## config.mk

```make
export PLATFORM = sky130hd
export DESIGN_NAME = avt_ctrl
export DESIGN_NICKNAME = d
export VERILOG_FILES = /design/src/avt_pkg.sv /design/src/avt_ctrl.sv
export SDC_FILE = /design/constraint.sdc
export NUM_CORES = 1
export LEC_CHECK = 0
export ABC_CLOCK_PERIOD_IN_PS = 15550
export BUFFER_PORTS_ARGS = -buffer_cell sky130_fd_sc_hd__buf_4
export CORE_MARGIN = 5
export CORE_UTILIZATION = 45
export DETAILED_ROUTE_END_ITERATION = 8
export PLACE_DENSITY = 0.72
export SLEW_MARGIN = 25
export SYNTH_ARGS = -nofsm -noshare
export SYNTH_HDL_FRONTEND = slang
export SYNTH_SLANG_ARGS = --single-unit
```

## constraint.sdc

```tcl
create_clock -name clk -period 15.55 [get_ports clk]
set_clock_uncertainty 0.1 [all_clocks]
set_input_delay 0.7775 -clock clk [delete_from_list [all_inputs] [get_ports clk]]
set_output_delay 0.7775 -clock clk [all_outputs]
set_load 0.03 [all_outputs]
```

## src/avt_pkg.sv

```systemverilog
// Types, codes and constants of the address vector table.
`timescale 1ns / 1ps

package avt_pkg;

  localparam int unsigned CAPACITY_DEF = 1024;
  localparam int unsigned ADDR_W       = 64;
  localparam int unsigned TS_W         = 11;
  localparam int unsigned RX_W         = 5;
  localparam int unsigned RIDX_W       = 10;
  localparam int unsigned CFG_IDX_W    = 1;
  localparam int unsigned CFG_DATA_W   = TS_W;

  localparam logic [TS_W-1:0] TS_RESET = 11'd1024;

  localparam logic [CFG_IDX_W-1:0] REG_TABLE_SIZE = 1'b0;
  localparam logic [CFG_IDX_W-1:0] REG_CTX_BITS   = 1'b1;

  localparam logic [2:0] REQ_INSERT  = 3'd0;
  localparam logic [2:0] REQ_RESERVE = 3'd1;
  localparam logic [2:0] REQ_FILL    = 3'd2;
  localparam logic [2:0] REQ_REMOVE  = 3'd3;
  localparam logic [2:0] REQ_LOOKUP  = 3'd4;
  localparam logic [2:0] REQ_REVERSE = 3'd5;

  localparam logic [2:0] STATUS_OK        = 3'd0;
  localparam logic [2:0] STATUS_RANGE     = 3'd1;
  localparam logic [2:0] STATUS_NOT_VALID = 3'd2;
  localparam logic [2:0] STATUS_FULL      = 3'd3;
  localparam logic [2:0] STATUS_NOT_FOUND = 3'd4;

  typedef struct packed {
    logic [2:0]        req_type;
    logic [ADDR_W-1:0] fabric_addr;
    logic [31:0]       peer_nic;
    logic [15:0]       peer_pid;
  } avt_req_t;

  typedef struct packed {
    logic [2:0]        status;
    logic [RIDX_W-1:0] result_index;
    logic [31:0]       result_nic;
    logic [15:0]       result_pid;
  } avt_rsp_t;

  typedef struct packed {
    logic [TS_W-1:0] table_size;
    logic [RX_W-1:0] ctx_bits;
  } avt_cfg_t;

  typedef struct packed {
    logic [31:0] nic;
    logic [15:0] pid;
    logic        valid;
    logic        alloc;
  } avt_entry_t;

  typedef enum logic [2:0] {
    ST_CLEAR,
    ST_IDLE,
    ST_DISPATCH,
    ST_SCAN,
    ST_ACCESS
  } avt_state_t;

endpackage

```

## src/avt_ctrl.sv

```systemverilog
// Request sequencer: clearing pass, index decode, entry scan and update.
`timescale 1ns / 1ps

module avt_ctrl #(
  parameter int unsigned CAPACITY = avt_pkg::CAPACITY_DEF
) (
  input  logic                        clk,
  input  logic                        rst,
  input  logic                        start,
  output logic                        busy,
  input  avt_pkg::avt_req_t           request,
  input  avt_pkg::avt_cfg_t           cfg,
  output logic                        done,
  output avt_pkg::avt_rsp_t           response,
  output logic                        mem_we,
  output logic [$clog2(CAPACITY)-1:0] mem_waddr,
  output avt_pkg::avt_entry_t         mem_wdata,
  output logic [$clog2(CAPACITY)-1:0] mem_raddr,
  input  avt_pkg::avt_entry_t         mem_rdata
);
  import avt_pkg::*;

  localparam int unsigned IDX_W = $clog2(CAPACITY);

  avt_state_t        state, state_next;
  avt_req_t          req, req_next;
  logic [IDX_W-1:0]  tgt, tgt_next;
  logic [IDX_W-1:0]  chk_idx, chk_idx_next;
  logic [IDX_W-1:0]  clr_idx, clr_idx_next;
  logic [TS_W-1:0]   high_water, high_water_next;
  avt_rsp_t          rsp_next;
  logic              done_next;

  logic [31:0]       size_ext;
  logic [TS_W-1:0]   used_size;
  logic [ADDR_W-1:0] masked_addr;
  logic [IDX_W-1:0]  dec_idx;
  logic              in_range;
  logic              addr_all_ones;
  logic              is_alloc;
  logic              is_insert;
  logic              alloc_fast;
  logic              go_scan;
  logic              go_access;
  logic              scan_hit;
  logic              scan_last;
  logic              clr_last;

  assign size_ext  = (32'(cfg.table_size) > CAPACITY) ? CAPACITY : 32'(cfg.table_size);
  assign used_size = TS_W'(size_ext);

  assign masked_addr   = req.fabric_addr & ({ADDR_W{1'b1}} >> cfg.ctx_bits);
  assign in_range      = masked_addr < ADDR_W'(used_size);
  assign dec_idx       = IDX_W'(masked_addr);
  assign addr_all_ones = &req.fabric_addr;

  assign is_insert  = req.req_type == REQ_INSERT;
  assign is_alloc   = is_insert || (req.req_type == REQ_RESERVE);
  assign alloc_fast = high_water < used_size;

  assign scan_hit  = is_alloc ? !mem_rdata.alloc
                              : (mem_rdata.nic == req.peer_nic) && (mem_rdata.pid == req.peer_pid);
  assign scan_last = (32'(chk_idx) + 32'd1) == 32'(used_size);
  assign clr_last  = 32'(clr_idx) == (CAPACITY - 1);

  always_comb begin
    go_scan   = 1'b0;
    go_access = 1'b0;
    unique case (req.req_type)
      REQ_INSERT, REQ_RESERVE: begin
        go_access = alloc_fast;
        go_scan   = !alloc_fast && (used_size != '0);
      end
      REQ_FILL, REQ_LOOKUP: begin
        go_access = in_range;
      end
      REQ_REMOVE: begin
        go_access = in_range && !addr_all_ones;
      end
      REQ_REVERSE: begin
        go_scan = used_size != '0;
      end
      default: begin
      end
    endcase
  end

  always_comb begin
    state_next = state;
    unique case (state)
      ST_CLEAR: begin
        if (clr_last) state_next = ST_IDLE;
      end
      ST_IDLE: begin
        if (start) state_next = ST_DISPATCH;
      end
      ST_DISPATCH: begin
        priority if (go_scan) state_next = ST_SCAN;
        else if (go_access) state_next = ST_ACCESS;
        else state_next = ST_IDLE;
      end
      ST_SCAN: begin
        if (scan_hit || scan_last) state_next = ST_IDLE;
      end
      ST_ACCESS: begin
        state_next = ST_IDLE;
      end
      default: state_next = ST_IDLE;
    endcase
  end

  always_comb begin
    req_next        = req;
    tgt_next        = tgt;
    chk_idx_next    = chk_idx;
    clr_idx_next    = clr_idx;
    high_water_next = high_water;
    rsp_next        = '0;
    done_next       = 1'b0;
    mem_we          = 1'b0;
    mem_waddr       = tgt;
    mem_wdata       = mem_rdata;
    mem_raddr       = '0;
    unique case (state)
      ST_CLEAR: begin
        mem_we       = 1'b1;
        mem_waddr    = clr_idx;
        mem_wdata    = '0;
        clr_idx_next = clr_idx + IDX_W'(1);
      end
      ST_IDLE: begin
        if (start) req_next = request;
      end
      ST_DISPATCH: begin
        if (go_scan) begin
          chk_idx_next = '0;
        end else if (go_access) begin
          if (is_alloc) begin
            mem_raddr       = IDX_W'(high_water);
            tgt_next        = IDX_W'(high_water);
            high_water_next = high_water + TS_W'(1);
          end else begin
            mem_raddr = dec_idx;
            tgt_next  = dec_idx;
          end
        end else begin
          done_next = 1'b1;
          unique case (req.req_type)
            REQ_INSERT, REQ_RESERVE: rsp_next.status = STATUS_FULL;
            REQ_FILL, REQ_LOOKUP:    rsp_next.status = STATUS_RANGE;
            REQ_REMOVE:  rsp_next.status = addr_all_ones ? STATUS_OK : STATUS_RANGE;
            REQ_REVERSE: rsp_next.status = STATUS_NOT_FOUND;
            default:     rsp_next.status = STATUS_OK;
          endcase
        end
      end
      ST_SCAN: begin
        mem_raddr = chk_idx + IDX_W'(1);
        if (scan_hit) begin
          done_next             = 1'b1;
          rsp_next.result_index = RIDX_W'(chk_idx);
          if (is_alloc) begin
            mem_we          = 1'b1;
            mem_waddr       = chk_idx;
            mem_wdata.alloc = 1'b1;
            if (is_insert) begin
              mem_wdata.nic   = req.peer_nic;
              mem_wdata.pid   = req.peer_pid;
              mem_wdata.valid = 1'b1;
            end
          end
        end else if (scan_last) begin
          done_next       = 1'b1;
          rsp_next.status = is_alloc ? STATUS_FULL : STATUS_NOT_FOUND;
        end else begin
          chk_idx_next = chk_idx + IDX_W'(1);
        end
      end
      ST_ACCESS: begin
        done_next = 1'b1;
        unique case (req.req_type)
          REQ_INSERT: begin
            mem_we                = 1'b1;
            mem_wdata.nic         = req.peer_nic;
            mem_wdata.pid         = req.peer_pid;
            mem_wdata.valid       = 1'b1;
            mem_wdata.alloc       = 1'b1;
            rsp_next.result_index = RIDX_W'(tgt);
          end
          REQ_RESERVE: begin
            mem_we                = 1'b1;
            mem_wdata.alloc       = 1'b1;
            rsp_next.result_index = RIDX_W'(tgt);
          end
          REQ_FILL: begin
            mem_we          = 1'b1;
            mem_wdata.nic   = req.peer_nic;
            mem_wdata.pid   = req.peer_pid;
            mem_wdata.valid = 1'b1;
          end
          REQ_REMOVE: begin
            mem_we          = 1'b1;
            mem_wdata.valid = 1'b0;
            mem_wdata.alloc = 1'b0;
          end
          REQ_LOOKUP: begin
            if (mem_rdata.valid) begin
              rsp_next.result_nic = mem_rdata.nic;
              rsp_next.result_pid = mem_rdata.pid;
            end else begin
              rsp_next.status = STATUS_NOT_VALID;
            end
          end
          default: begin
          end
        endcase
      end
      default: begin
      end
    endcase
  end

  always_ff @(posedge clk) begin
    if (rst) begin
      state      <= ST_CLEAR;
      clr_idx    <= '0;
      high_water <= '0;
      done       <= 1'b0;
    end else begin
      state      <= state_next;
      clr_idx    <= clr_idx_next;
      high_water <= high_water_next;
      done       <= done_next;
    end
  end

  always_ff @(posedge clk) begin
    req      <= req_next;
    tgt      <= tgt_next;
    chk_idx  <= chk_idx_next;
    response <= rsp_next;
  end

  assign busy = state != ST_IDLE;

endmodule

```

Word level (Yosys, flattened, before mapping) --
Index checks and enable logic that the tools add are counted.
Cells by class: add/subtract/negate cells 4, order comparisons 3, eq/ne operators 20, shifts and indexed selects 1, muxes and demuxes 50, bitwise operators 2, reduce and logical (&&, ||, !) cells 23
Operator list (number):
- $pmux W50 S3 | 1
- $mux W10 | 10
- $mux W50 | 2
- $pmux W10 S2 | 4
- $and A64 B64 Y64 | 1
- $lt A64 B11 Y1 | 1
- $reduce_and A64 Y1 | 1
- $shr A64 B5 Y64 const A | 1
- $mux W49 | 1
- $mux W48 | 1
- $mux W3 | 11
- $eq A32 B32 Y1 | 1
- $pmux W3 S4 | 2
- $add A10 B1 Y10 const B | 2
- $eq A16 B16 Y1 | 1
- $eq A3 B2 Y1 const B | 4
- $ne A2 B2 Y1 const B | 6
- $add A10 B1 Y11 const B | 1
- $add A11 B1 Y11 const B | 1
- $eq A11 B11 Y1 | 1
- $gt A11 B11 Y1 const B | 1
- $lt A11 B11 Y1 | 1
- $mux W11 | 1
- $reduce_bool A11 Y1 | 1
- 20 further kinds | 46
Word-level totals: bits in registers 221, input bits 184, output and inout bits 134

Depth between registers and ports, before layout --
Gate-level depths: netlist (run 1).
depth in word-level cells 8, mapped depth 13, depth with buffers taken out 11

Worst setup path before layout (run 1) --
No wires, ideal clock.
path kind flip-flop to flip-flop, start point register state[0], end point register req[0] (netlist name) (enable), library setup time 594 ps, data arrival time 6109 ps, data required time 14856 ps, setup slack 8747 ps, cell stages (with the launch flop) 4, clock period less this slack 6803 ps, cells stage by stage dfxtp_1 > buf_1 > or3b_2 > nor2_1
Between the ends: longest elaborated chain between the ends 2
RTL lines:
- from (decl) | line avt_ctrl.sv:25 | avt_state_t state, state_next;
- from (signal assigned) | line avt_ctrl.sv:230 | state <= state_next;
- $eq A3 B1 Y1 | line avt_ctrl.sv:124 | unique case (state)
- $reduce_and A2 Y1 (no source line)
- to (signal assigned) | line avt_ctrl.sv:238 | req <= req_next;
- to (decl) | line avt_ctrl.sv:26 | avt_req_t req, req_next;
No other way between the ends. A chain may end at the register's enable or synchronous reset.

==> qor.yml, run 1 <==
vias: 8401
initial_utilization_pct: 45.4
slew_headroom_pct: 36.2
synthArstFlopShare_pct: 0
yosys.area.top_type: "edfxtp_1"
drc_errors: 0
fp-row-count: 55
yosys_register_bits: 221
powerDensity_nw_per_um2: 95.8
synth.mux.area_fraction_pct: 1.29
cts.hold.buffers_added: 0
yosysSeqAreaShare_pct: 56.3
cp-start-kind: "flip-flop"
syn_nets: 1093
synthDominantCellAreaShare_pct: 39.5
clk_pin_slew_worst_paths_ps: 60
drive_gt1_share_pct: 33.3
synth-xor-area-share_pct: 6.77
die_area_sq_um: 25900
placed_area_sq_um: 12900
root_buffer: "clkbuf_16"
nets: 1403
max_freq_ghz: 0.203
fin_util_pct: 61.2
hold_viol_final: 0
whs_path_depth: 1
design_area_sq_um: 13800
cts.sinks: 221
syn_inst: 886
syn-cell-area_sq_um: 10300
path_max_fanout: 48
dp_cells: 1453
die_w_um: 161
drv_slew: 0
critPathMaxStageDelay_ps: 890
antenna_cells: 0
critPathSlowestCell: "nor2_1"
reg2reg_slack_ps: 11850
ys_types: 72
antenna_found_initial: 0
setup_ws_ps: 10630
synth_fa_ha_area_share_pct: 2.90
synth_top_family_by_area: "simple AND/OR/NAND/NOR gates"
synthFlopType: "edfxtp_1"
postCtsSetupBuffers: 0
leakage_nw: 5.57
peakVddDrop_v: 0.0000872
port-buffer-count: 317
io_pins: 318
drt-wirelength-per-cell_um: 21.4
wirelength_um: 32100
dp_hpwl_um: 24400
die_h_um: 161
tritoncts: "done"
report.final.setup_viol: 0
end_kind: "output port"
syn_area_per_cell_sq_um: 11.6
synthTopCellsByCount: "edfxtp_1 (135), dfxtp_1 (86), nor2_1 (70)"
yosysWarnings: 0
coreArea_sq_um: 22600
final_cells: 1501
area_growth_pct: 34.7
worstHoldPathType: "in2reg"
synth_edf_count: 135
numCtsBuffers: 26
synth-simple-area-share_pct: 16.4
dp_slack_ps: 10720
ant_nets: 0
required_ps: 14670
clockBufferDepth: 3
track_usage_pct: 23.5
grt_max_degree: 70
synth_compound_area_share_pct: 13.9
dr.first_iter.drc_count: 715
rsz0062_at_grt: "no"
max_cap_violations: 0
rr_worst_depth: 9
tightest_slew_ps: 958
crit_type: "reg2out"
status: "completed"
ys_top_cells_by_area: "edfxtp_1 (40%), dfxtp_1 (17%), a22o_1 (5.2%)"
first_global_vias: 8372
final.setup.tns_ps: 0
path_cells: "nor2b_1 -> nand2_1 -> nor2_1 -> nor2_1 -> nor2_4 -> buf_4 -> a22o_1 -> buf_4"
htreeDepth: 1
yosysMostFrequentCell: "edfxtp_1"
period_share_pct: 31.6
routed_via_density: 5.60
cp_data_arrival_time_ps: 4040
gp_congestion: 0.918
grt_pass1_wl_um: 47900
grt_overflow: 0
first_pass_iters: 5
worstSkewPairLatency_ps: 520
cts_resized: 0
fillers: 1842
fin_crit_ps: 4920
-- where the power goes --
part           total [mW]  switching, mW  leakage, nW  internal [mW]
logic              0.0736         0.0318         3.21         0.0418
clock network       0.628          0.238        0.431          0.390
registers           0.622        0.00122         1.93          0.620
total                1.32          0.271         5.57           1.05
-- per-layer routing --
layer / up-vias / track usage [%] / share of wire, %
met5: - / 0 / 0
met4: 0 / 6.09 / 2.6
met3: 55 / 5.00 / 7.1
met2: 377 / 38.9 / 48
met1: 4029 / 31.6 / 42
li1: 3940 / - / -
-- worst max-delay path, delay by kind of cell (launching register included) --
family,cells,cell delay [ps]
AO/OA/AOI/OAI,1,280
buffers and inverters,2,660
flip-flops,1,460
AND/OR/NAND/NOR,5,2050
-- sequential cells by signal, summed over array words and instances, names as in the netlist --
register / count
tgt: 10
chk_idx: 10
req: 115
clr_idx: 10
response: 61
high_water: 11
done: 1
state: 3
-- layout by cell type (no fill, tap or decap), types with 4 or more instances in the layout --
| cell type | synthesis | layout |
|---|---|---|
| inv_1 | 20 | 20 |
| bufinv_16 | 0 | 4 |
| o2111ai_1 | 6 | 6 |
| nor2b_1 | 9 | 9 |
| dfxtp_1 | 86 | 86 |
| o2bb2ai_1 | 4 | 4 |
| clkbuf_16 | 0 | 27 |
| a31oi_1 | 6 | 6 |
| nand2_1 | 65 | 65 |
| a221oi_1 | 4 | 4 |
| a21oi_1 | 24 | 22 |
| or3_1 | 4 | 4 |
| a22o_1 | 61 | 61 |
| clkbuf_1 | 34 | 7 |
| ha_1 | 23 | 23 |
| o21ai_0 | 8 | 8 |
| nor4_1 | 22 | 21 |
| buf_4 | 0 | 324 |
| and2_1 | 50 | 50 |
| a21o_1 | 4 | 4 |
| nor3_1 | 11 | 10 |
| a22oi_1 | 10 | 10 |
| nand3_1 | 23 | 23 |
| o22ai_2 | 9 | 9 |
| nand4_1 | 30 | 30 |
| mux2_2 | 10 | 10 |
| edfxtp_1 | 135 | 135 |
| and3_1 | 5 | 5 |
| xor2_1 | 38 | 38 |
| nor2_1 | 70 | 67 |
| xnor2_1 | 36 | 36 |
| nand2b_1 | 7 | 7 |
| o211ai_1 | 4 | 4 |
-- logic make-up after synthesis --
family | Yosys count
mux | 12
flops | 221
compound gates | 170
buf+inv | 64
simple gates | 319
fa+ha+maj | 24
xor+xnor | 76
-- through the flow --
stage	power, mW	hold WS (ps)
global placement	0.706	373
finish	1.32	326
floorplan	0.658	361
global route	1.37	296
CTS	1.34	295
detailed placement	0.707	382
-- layout make-up --
cell class | instances | area [sq um] | area share [%]
multi-input cells | 601 | 4270 | 30.9
repair buffers | 324 | 2430 | 17.6
clock buffers | 35 | 716 | 5.18
flip-flops and latches | 221 | 5780 | 41.8
well taps | 285 | 357 | 2.58
inverters | 22 | 82.6 | 0.598
clock inverters | 13 | 180 | 1.30
-- worst paths after layout --
check                                 start            to
worst max-delay path               state[1]  mem_wdata[2]
worst min-delay path            request[43]       req[43]
worst max register to register     req[103]        tgt[3]
worst min register to register       tgt[5]  response[53]
Power figures use the tool's default switching activity.
==> run 2: changes to the inputs <==
ABC_CLOCK_PERIOD_IN_PS = 4340   (was 15550)
PLACE_DENSITY = 0.74   (was 0.72)
clock period = 4.34 ns   (was 15.55 ns; I/O delays follow)
==> run 2 against run 1 <==
Cell area rose by 12%. Die area did not move. Critical endpoint is now mem_raddr[1]. Via count up 9.1%.
==> qor.yml, run 2 (synthesis gave the netlist of run 1 again) <==
tightest_slew_ps: 940  # -17.8 ps
grt_max_degree: 69  # -1.4%
period_share_pct: 90.2
final_common_cell: "buf_4"
routed_via_density: 5.48  # -2.1%
tritoncts: "done"
grt_pass1_wl_um: 53000  # +11%
min_to: "done"
drc_errors: 0  # unchanged
wirelength_um: 35000  # +9.1%
drv_slew: 0  # unchanged
hold_viol_final: 0  # unchanged
powerDensity_nw_per_um2: 303  # +220%
htreeDepth: 1  # unchanged
area_growth_pct: 50.8
numCtsBuffers: 25  # -3.8%
reg2reg_slack_ps: 850  # -11,000 ps
path_max_fanout: 8  # -83%
max_cap_violations: 0  # unchanged
max_freq_ghz: 0.255
gp_congestion: 0.902  # -1.7%
die_area_sq_um: 25900  # unchanged
multi_input_area_sq_um: 4260  # -0.15%
ant_nets: 0  # unchanged
dp_slack_ps: 488  # -10,230 ps
layout_common_cells: "buf_4 (331), dlygate4sd3_1 (165), edfxtp_1 (135)"
regArea_sq_um: 5780  # unchanged
met1_length_um: 14100  # +4.0%
die_w_um: 161  # unchanged
first_pass_iters: 5  # unchanged
fin_crit_ps: 3920
cp-start-kind: "flip-flop"
dr.first_iter.drc_count: 804  # +12%
clk_pin_slew_worst_paths_ps: 60  # about the same
cp_data_arrival_time_ps: 3600  # -440 ps
fin_util_pct: 68.5  # +7.3 points
track_usage_pct: 25.9  # +2.4 points
end_kind: "output port"
required_ps: 4020  # -10,650 ps
wl_met3_um: 2560  # +12%
r2r_end: "tgt[5]"
io_pins: 318  # unchanged
cts.sinks: 221  # unchanged
coreArea_sq_um: 22600  # unchanged
report.final.setup_viol: 0  # unchanged
reg2reg_from: "req[103]"
peakVddDrop_v: 0.000257  # +190%
first_global_vias: 9379  # +12%
grt_overflow: 0  # unchanged
initial_utilization_pct: 45.4  # unchanged
drt-wirelength-per-cell_um: 20.9  # -2.1%
leakage_nw: 6.27  # +13%
regMostFlops: "req"
worstHoldPathType: "in2reg"
die_h_um: 161  # unchanged
port-buffer-count: 317  # unchanged
antenna_found_initial: 2  # +2
final.setup.tns_ps: 0  # unchanged
rsz0062_at_grt: "no"
clockBufferDepth: 3  # unchanged
crit_type: "reg2out"
fillers: 1642  # -11%
routed-wl-met2_um: 17300  # +12%
reg_top3: "req x115, response x61, high_water x11"
vias: 9168  # +9.1%
slew_headroom_pct: 37.0  # +0.81 points
status: "completed"
drive_gt1_share_pct: 29.8  # -3.5 points
highest_layer: "met4"
setup_ws_ps: 423  # -10,210 ps
root_buffer: "clkbuf_16"
min_from: "cfg[12]"
nets: 1576  # +12%
postCtsSetupBuffers: 0  # unchanged
dp_hpwl_um: 24100  # -1.1%
fp-row-count: 55  # unchanged
whs_path_depth: 5  # +4
cts_resized: 0  # unchanged
placed_area_sq_um: 13000  # +0.72%
largest_reg_flops: 115  # unchanged
worstSkewPairLatency_ps: 520  # about the same
rr_worst_depth: 8  # -1
cts.hold.buffers_added: 165  # +165
design_area_sq_um: 15500  # +12%
-- run 2: cell types whose count changed in the layout (fill, tap and decap cells not counted), moves of 3 or more --
cell           before  now
clkinv_2            3    6
buf_4             324  331
dlygate4sd3_1       0  165
clkbuf_1            7    1
-- run 2: worst max-delay path, stage by stage (launching register included) --
cell,delay [ps]
edfxtp_1,430
or4_1,520
nor4_1,260
o2111ai_1,210
a2111o_1,470
o41ai_4,370
o31ai_2,270
buf_4,250
o21bai_2,130
buf_4,170
-- run 2: where the power goes --
part | switching, mW | total (mW) | internal (mW)
Combinational | 0.149 | 0.396 | 0.247
Clock | 0.847 | 2.07 | 1.22
Sequential | 0.00347 | 2.23 | 2.22
Total | 1.00 | 4.69 | 3.69
-- run 2: how the worst max path moves through the flow --
stage,from,to,cells past startpoint
2_1_floorplan,state[0],req[0],3
3_3_place_gp,cfg[15],tgt[3],11
3_5_place_dp,cfg[15],tgt[3],11
4_1_cts,req[51],mem_raddr[7],10
5_1_grt,req[51],mem_raddr[8],10
6_report,req[103],mem_raddr[1],9
-- run 2: area by class of cell --
| cell class | instances | share of cell area (%) |
|---|---|---|
| sequential | 221 | 37.4 |
| antenna | 1 | 0.0162 |
| timing repair buffer | 498 | 27.0 |
| tap | 285 | 2.31 |
| multi-input combinational | 601 | 27.6 |
| clock buffer | 29 | 4.34 |
| clock inverter | 16 | 0.882 |
| inverter | 22 | 0.534 |
-- run 2: layer usage --
layer	vias to the layer above	track usage, %
met4	0	7.87
met3	84	4.98
li1	4280	-
met2	430	44.3
met5	-	0
met1	4374	33.4
-- run 2: through the flow --
| stage | hold slack (ps) | power (mW) | instances |
|---|---|---|---|
| floorplan | 216 | 2.36 | 886 |
| global placement | 295 | 2.53 | 1462 |
| detailed placement | 296 | 2.53 | 1462 |
| CTS | 141 | 4.71 | 1672 |
| global route | 214 | 4.84 | 1673 |
| finish | 160 | 4.69 | 1673 |
==> run 3: changes to the inputs <==
CORE_UTILIZATION = 47   (was 45)
PLACE_DENSITY = 0.77   (was 0.74)
==> run 3 against run 2 <==
Register-to-register slack better by 140 ps. Global-route usage is 2.3 points higher. Sequential power hardly changed. Critical endpoint is now mem_raddr[8]. Critical path type unchanged.
==> qor.yml, run 3 (synthesis gave the netlist of run 1 again) <==
area_growth_pct: 50.4
drive_gt1_share_pct: 29.4  # -0.39 points
powerDensity_nw_per_um2: 301  # -0.88%
antenna_found_initial: 1  # -1
reg_top3: "req x115, response x61, high_water x11"
regMostFlops: "req"
peakVddDrop_v: 0.000336  # +31%
max_cap_violations: 0  # unchanged
layout_common_cells: "buf_4 (328), dlygate4sd3_1 (165), edfxtp_1 (135)"
coreArea_sq_um: 21600  # -4.2%
intPower_mw: 3.64  # -1.4%
drt-wirelength-per-cell_um: 22.0  # +4.9%
htreeDepth: 1  # unchanged
slew_headroom_pct: 50.5  # +14 points
first_global_vias: 9596  # +2.3%
end_kind: "output port"
startpoint: "req[104]"
cts_resized: 0  # unchanged
cp_data_arrival_time_ps: 3530  # -70 ps
largest_reg_flops: 115  # unchanged
period_share_pct: 88.6  # -1.6 points
rsz0062_at_grt: "no"
cts.sinks: 221  # unchanged
min_from: "start"
numCtsBuffers: 25  # unchanged
postCtsSetupBuffers: 0  # unchanged
crit_type: "reg2out"
die_h_um: 158  # -2.0%
totalPowerFinal_mw: 4.64  # -1.2%
switchingPower_mw: 0.995  # -0.44%
initial_utilization_pct: 47.4  # +2.0 points
nets: 1574  # -0.13%
clockBufferDepth: 3  # unchanged
cp-start-kind: "flip-flop"
io_pins: 318  # unchanged
routed_via_density: 5.65  # +3.1%
report.final.setup_viol: 0  # unchanged
status: "completed"
die_area_sq_um: 24900  # -4.0%
fillers: 1509  # -8.1%
pwr-share-clk_pct: 43.3  # -0.8 points
wirelength_um: 36600  # +4.5%
fin_crit_ps: 3850  # -71.6 ps
final.setup.tns_ps: 0  # unchanged
worstSkewPairLatency_ps: 520  # about the same
required_ps: 4020  # about the same
tritoncts: "done"
hold_viol_final: 0  # unchanged
clk_pin_slew_worst_paths_ps: 60  # about the same
grt_max_degree: 49  # -29%
port-buffer-count: 317  # unchanged
final_common_cell: "buf_4"
leakage_nw: 6.26  # -0.28%
fp-row-count: 54  # -1.8%
tightest_slew_ps: 733  # -207 ps
dp_hpwl_um: 24600  # +1.9%
gp_congestion: 0.910  # +0.83%
track_usage_pct: 28.2  # +2.3 points
max_freq_ghz: 0.260  # +1.9%
first_pass_iters: 6  # +1
dr.first_iter.drc_count: 837  # +4.1%
vias: 9414  # +2.7%
grt_pass1_wl_um: 54600  # +3.1%
root_buffer: "clkbuf_16"
ant_nets: 0  # unchanged
drc_errors: 0  # unchanged
reg2reg_from: "req[104]"
drv_slew: 0  # unchanged
combPwrFrac_pct: 8.7  # +0.3 points
die_w_um: 158  # -2.0%
power_frac_seq_pct: 48.0  # +0.5 points
path_max_fanout: 12  # +4
grt_overflow: 0  # unchanged
p_sw_share_pct: 21.5  # +0.15 points
worstHoldPathType: "in2reg"
fin_hold_ws_ps: 57.0  # -103 ps
reg2reg_slack_ps: 990  # +140 ps
==> run 3: changes by cell type in the layout (fill, tap and decap cells not counted), sizes merged <==
cell,previous run,this run
inv,22,21
diode,1,2
clkinv,11,9
buf,333,331
clkbuf,29,36
clkinvlp,3,0
bufinv,2,1
==> run 3: worst max-delay path, cell delays in order, from the launching register on <==
cell and delay (ps):
edfxtp_1 400, or4_1 530, nor4_1 330, o2111ai_1 210, a2111o_1 480, o41ai_4 360, o31ai_2 130, buf_4 230
o22ai_2 150, buf_4 190
==> run 3: area by class of cell <==
cell class	instances	area, sq um	share of cell area [%]
antenna	2	5.00	0.0325
clock buffer	36	697	4.52
clock inverter	9	72.6	0.471
inverter	22	82.6	0.536
multi-input combinational	601	4260	27.6
sequential	221	5780	37.5
tap	280	350	2.27
timing repair buffer	496	4170	27.1
==> run 3: repair_timing <==
item | CTS | global route
endpoints found under the setup margin | 0 | 0
hold buffers | 165 | 0
hold endpoints to repair | 188 | 0
==> run 3: routing by layer <==
metal / routed length (um) / vias up / share of wire (%) / track usage (%)
met1: 14200 / 4531 / 39 / 36.7
met3: 2950 / 107 / 8.1 / 5.63
li1: - / 4275 / - / -
met5: 13 / - / 0.035 / 0
met2: 18100 / 499 / 49 / 47.1
met4: 1380 / 2 / 3.8 / 10.1
==> run 3: per-stage QoR <==
stage | area (sq um) | instances | setup WS, ps | utilization, %
5_1_grt | 15400 | 1665 | 340 | 71.3
3_5_place_dp | 13000 | 1455 | 544 | 60.1
2_1_floorplan | 10300 | 886 | 827 | -
4_1_cts | 15400 | 1665 | 518 | 71.3
3_3_place_gp | 13000 | 1455 | 676 | 60.1
6_report | 15400 | 1667 | 495 | 71.3
==> run 3: final timing paths <==
kind,to,depth (start not counted)
worst max register to register,tgt[0],8
worst min register to register,response[53],1
worst max-delay path,mem_raddr[8],9
worst min-delay path,req[112],3
==> run 3: power groups by stage <==
stage                     Clock (mW)  Combinational, mW  Sequential [mW]
after floorplan                    0             0.0879             2.27
after global placement             0              0.257             2.27
after detailed placement           0              0.261             2.27
after CTS                       2.03              0.388             2.23
after global routing            2.12              0.429             2.23
final                           2.01              0.403             2.23
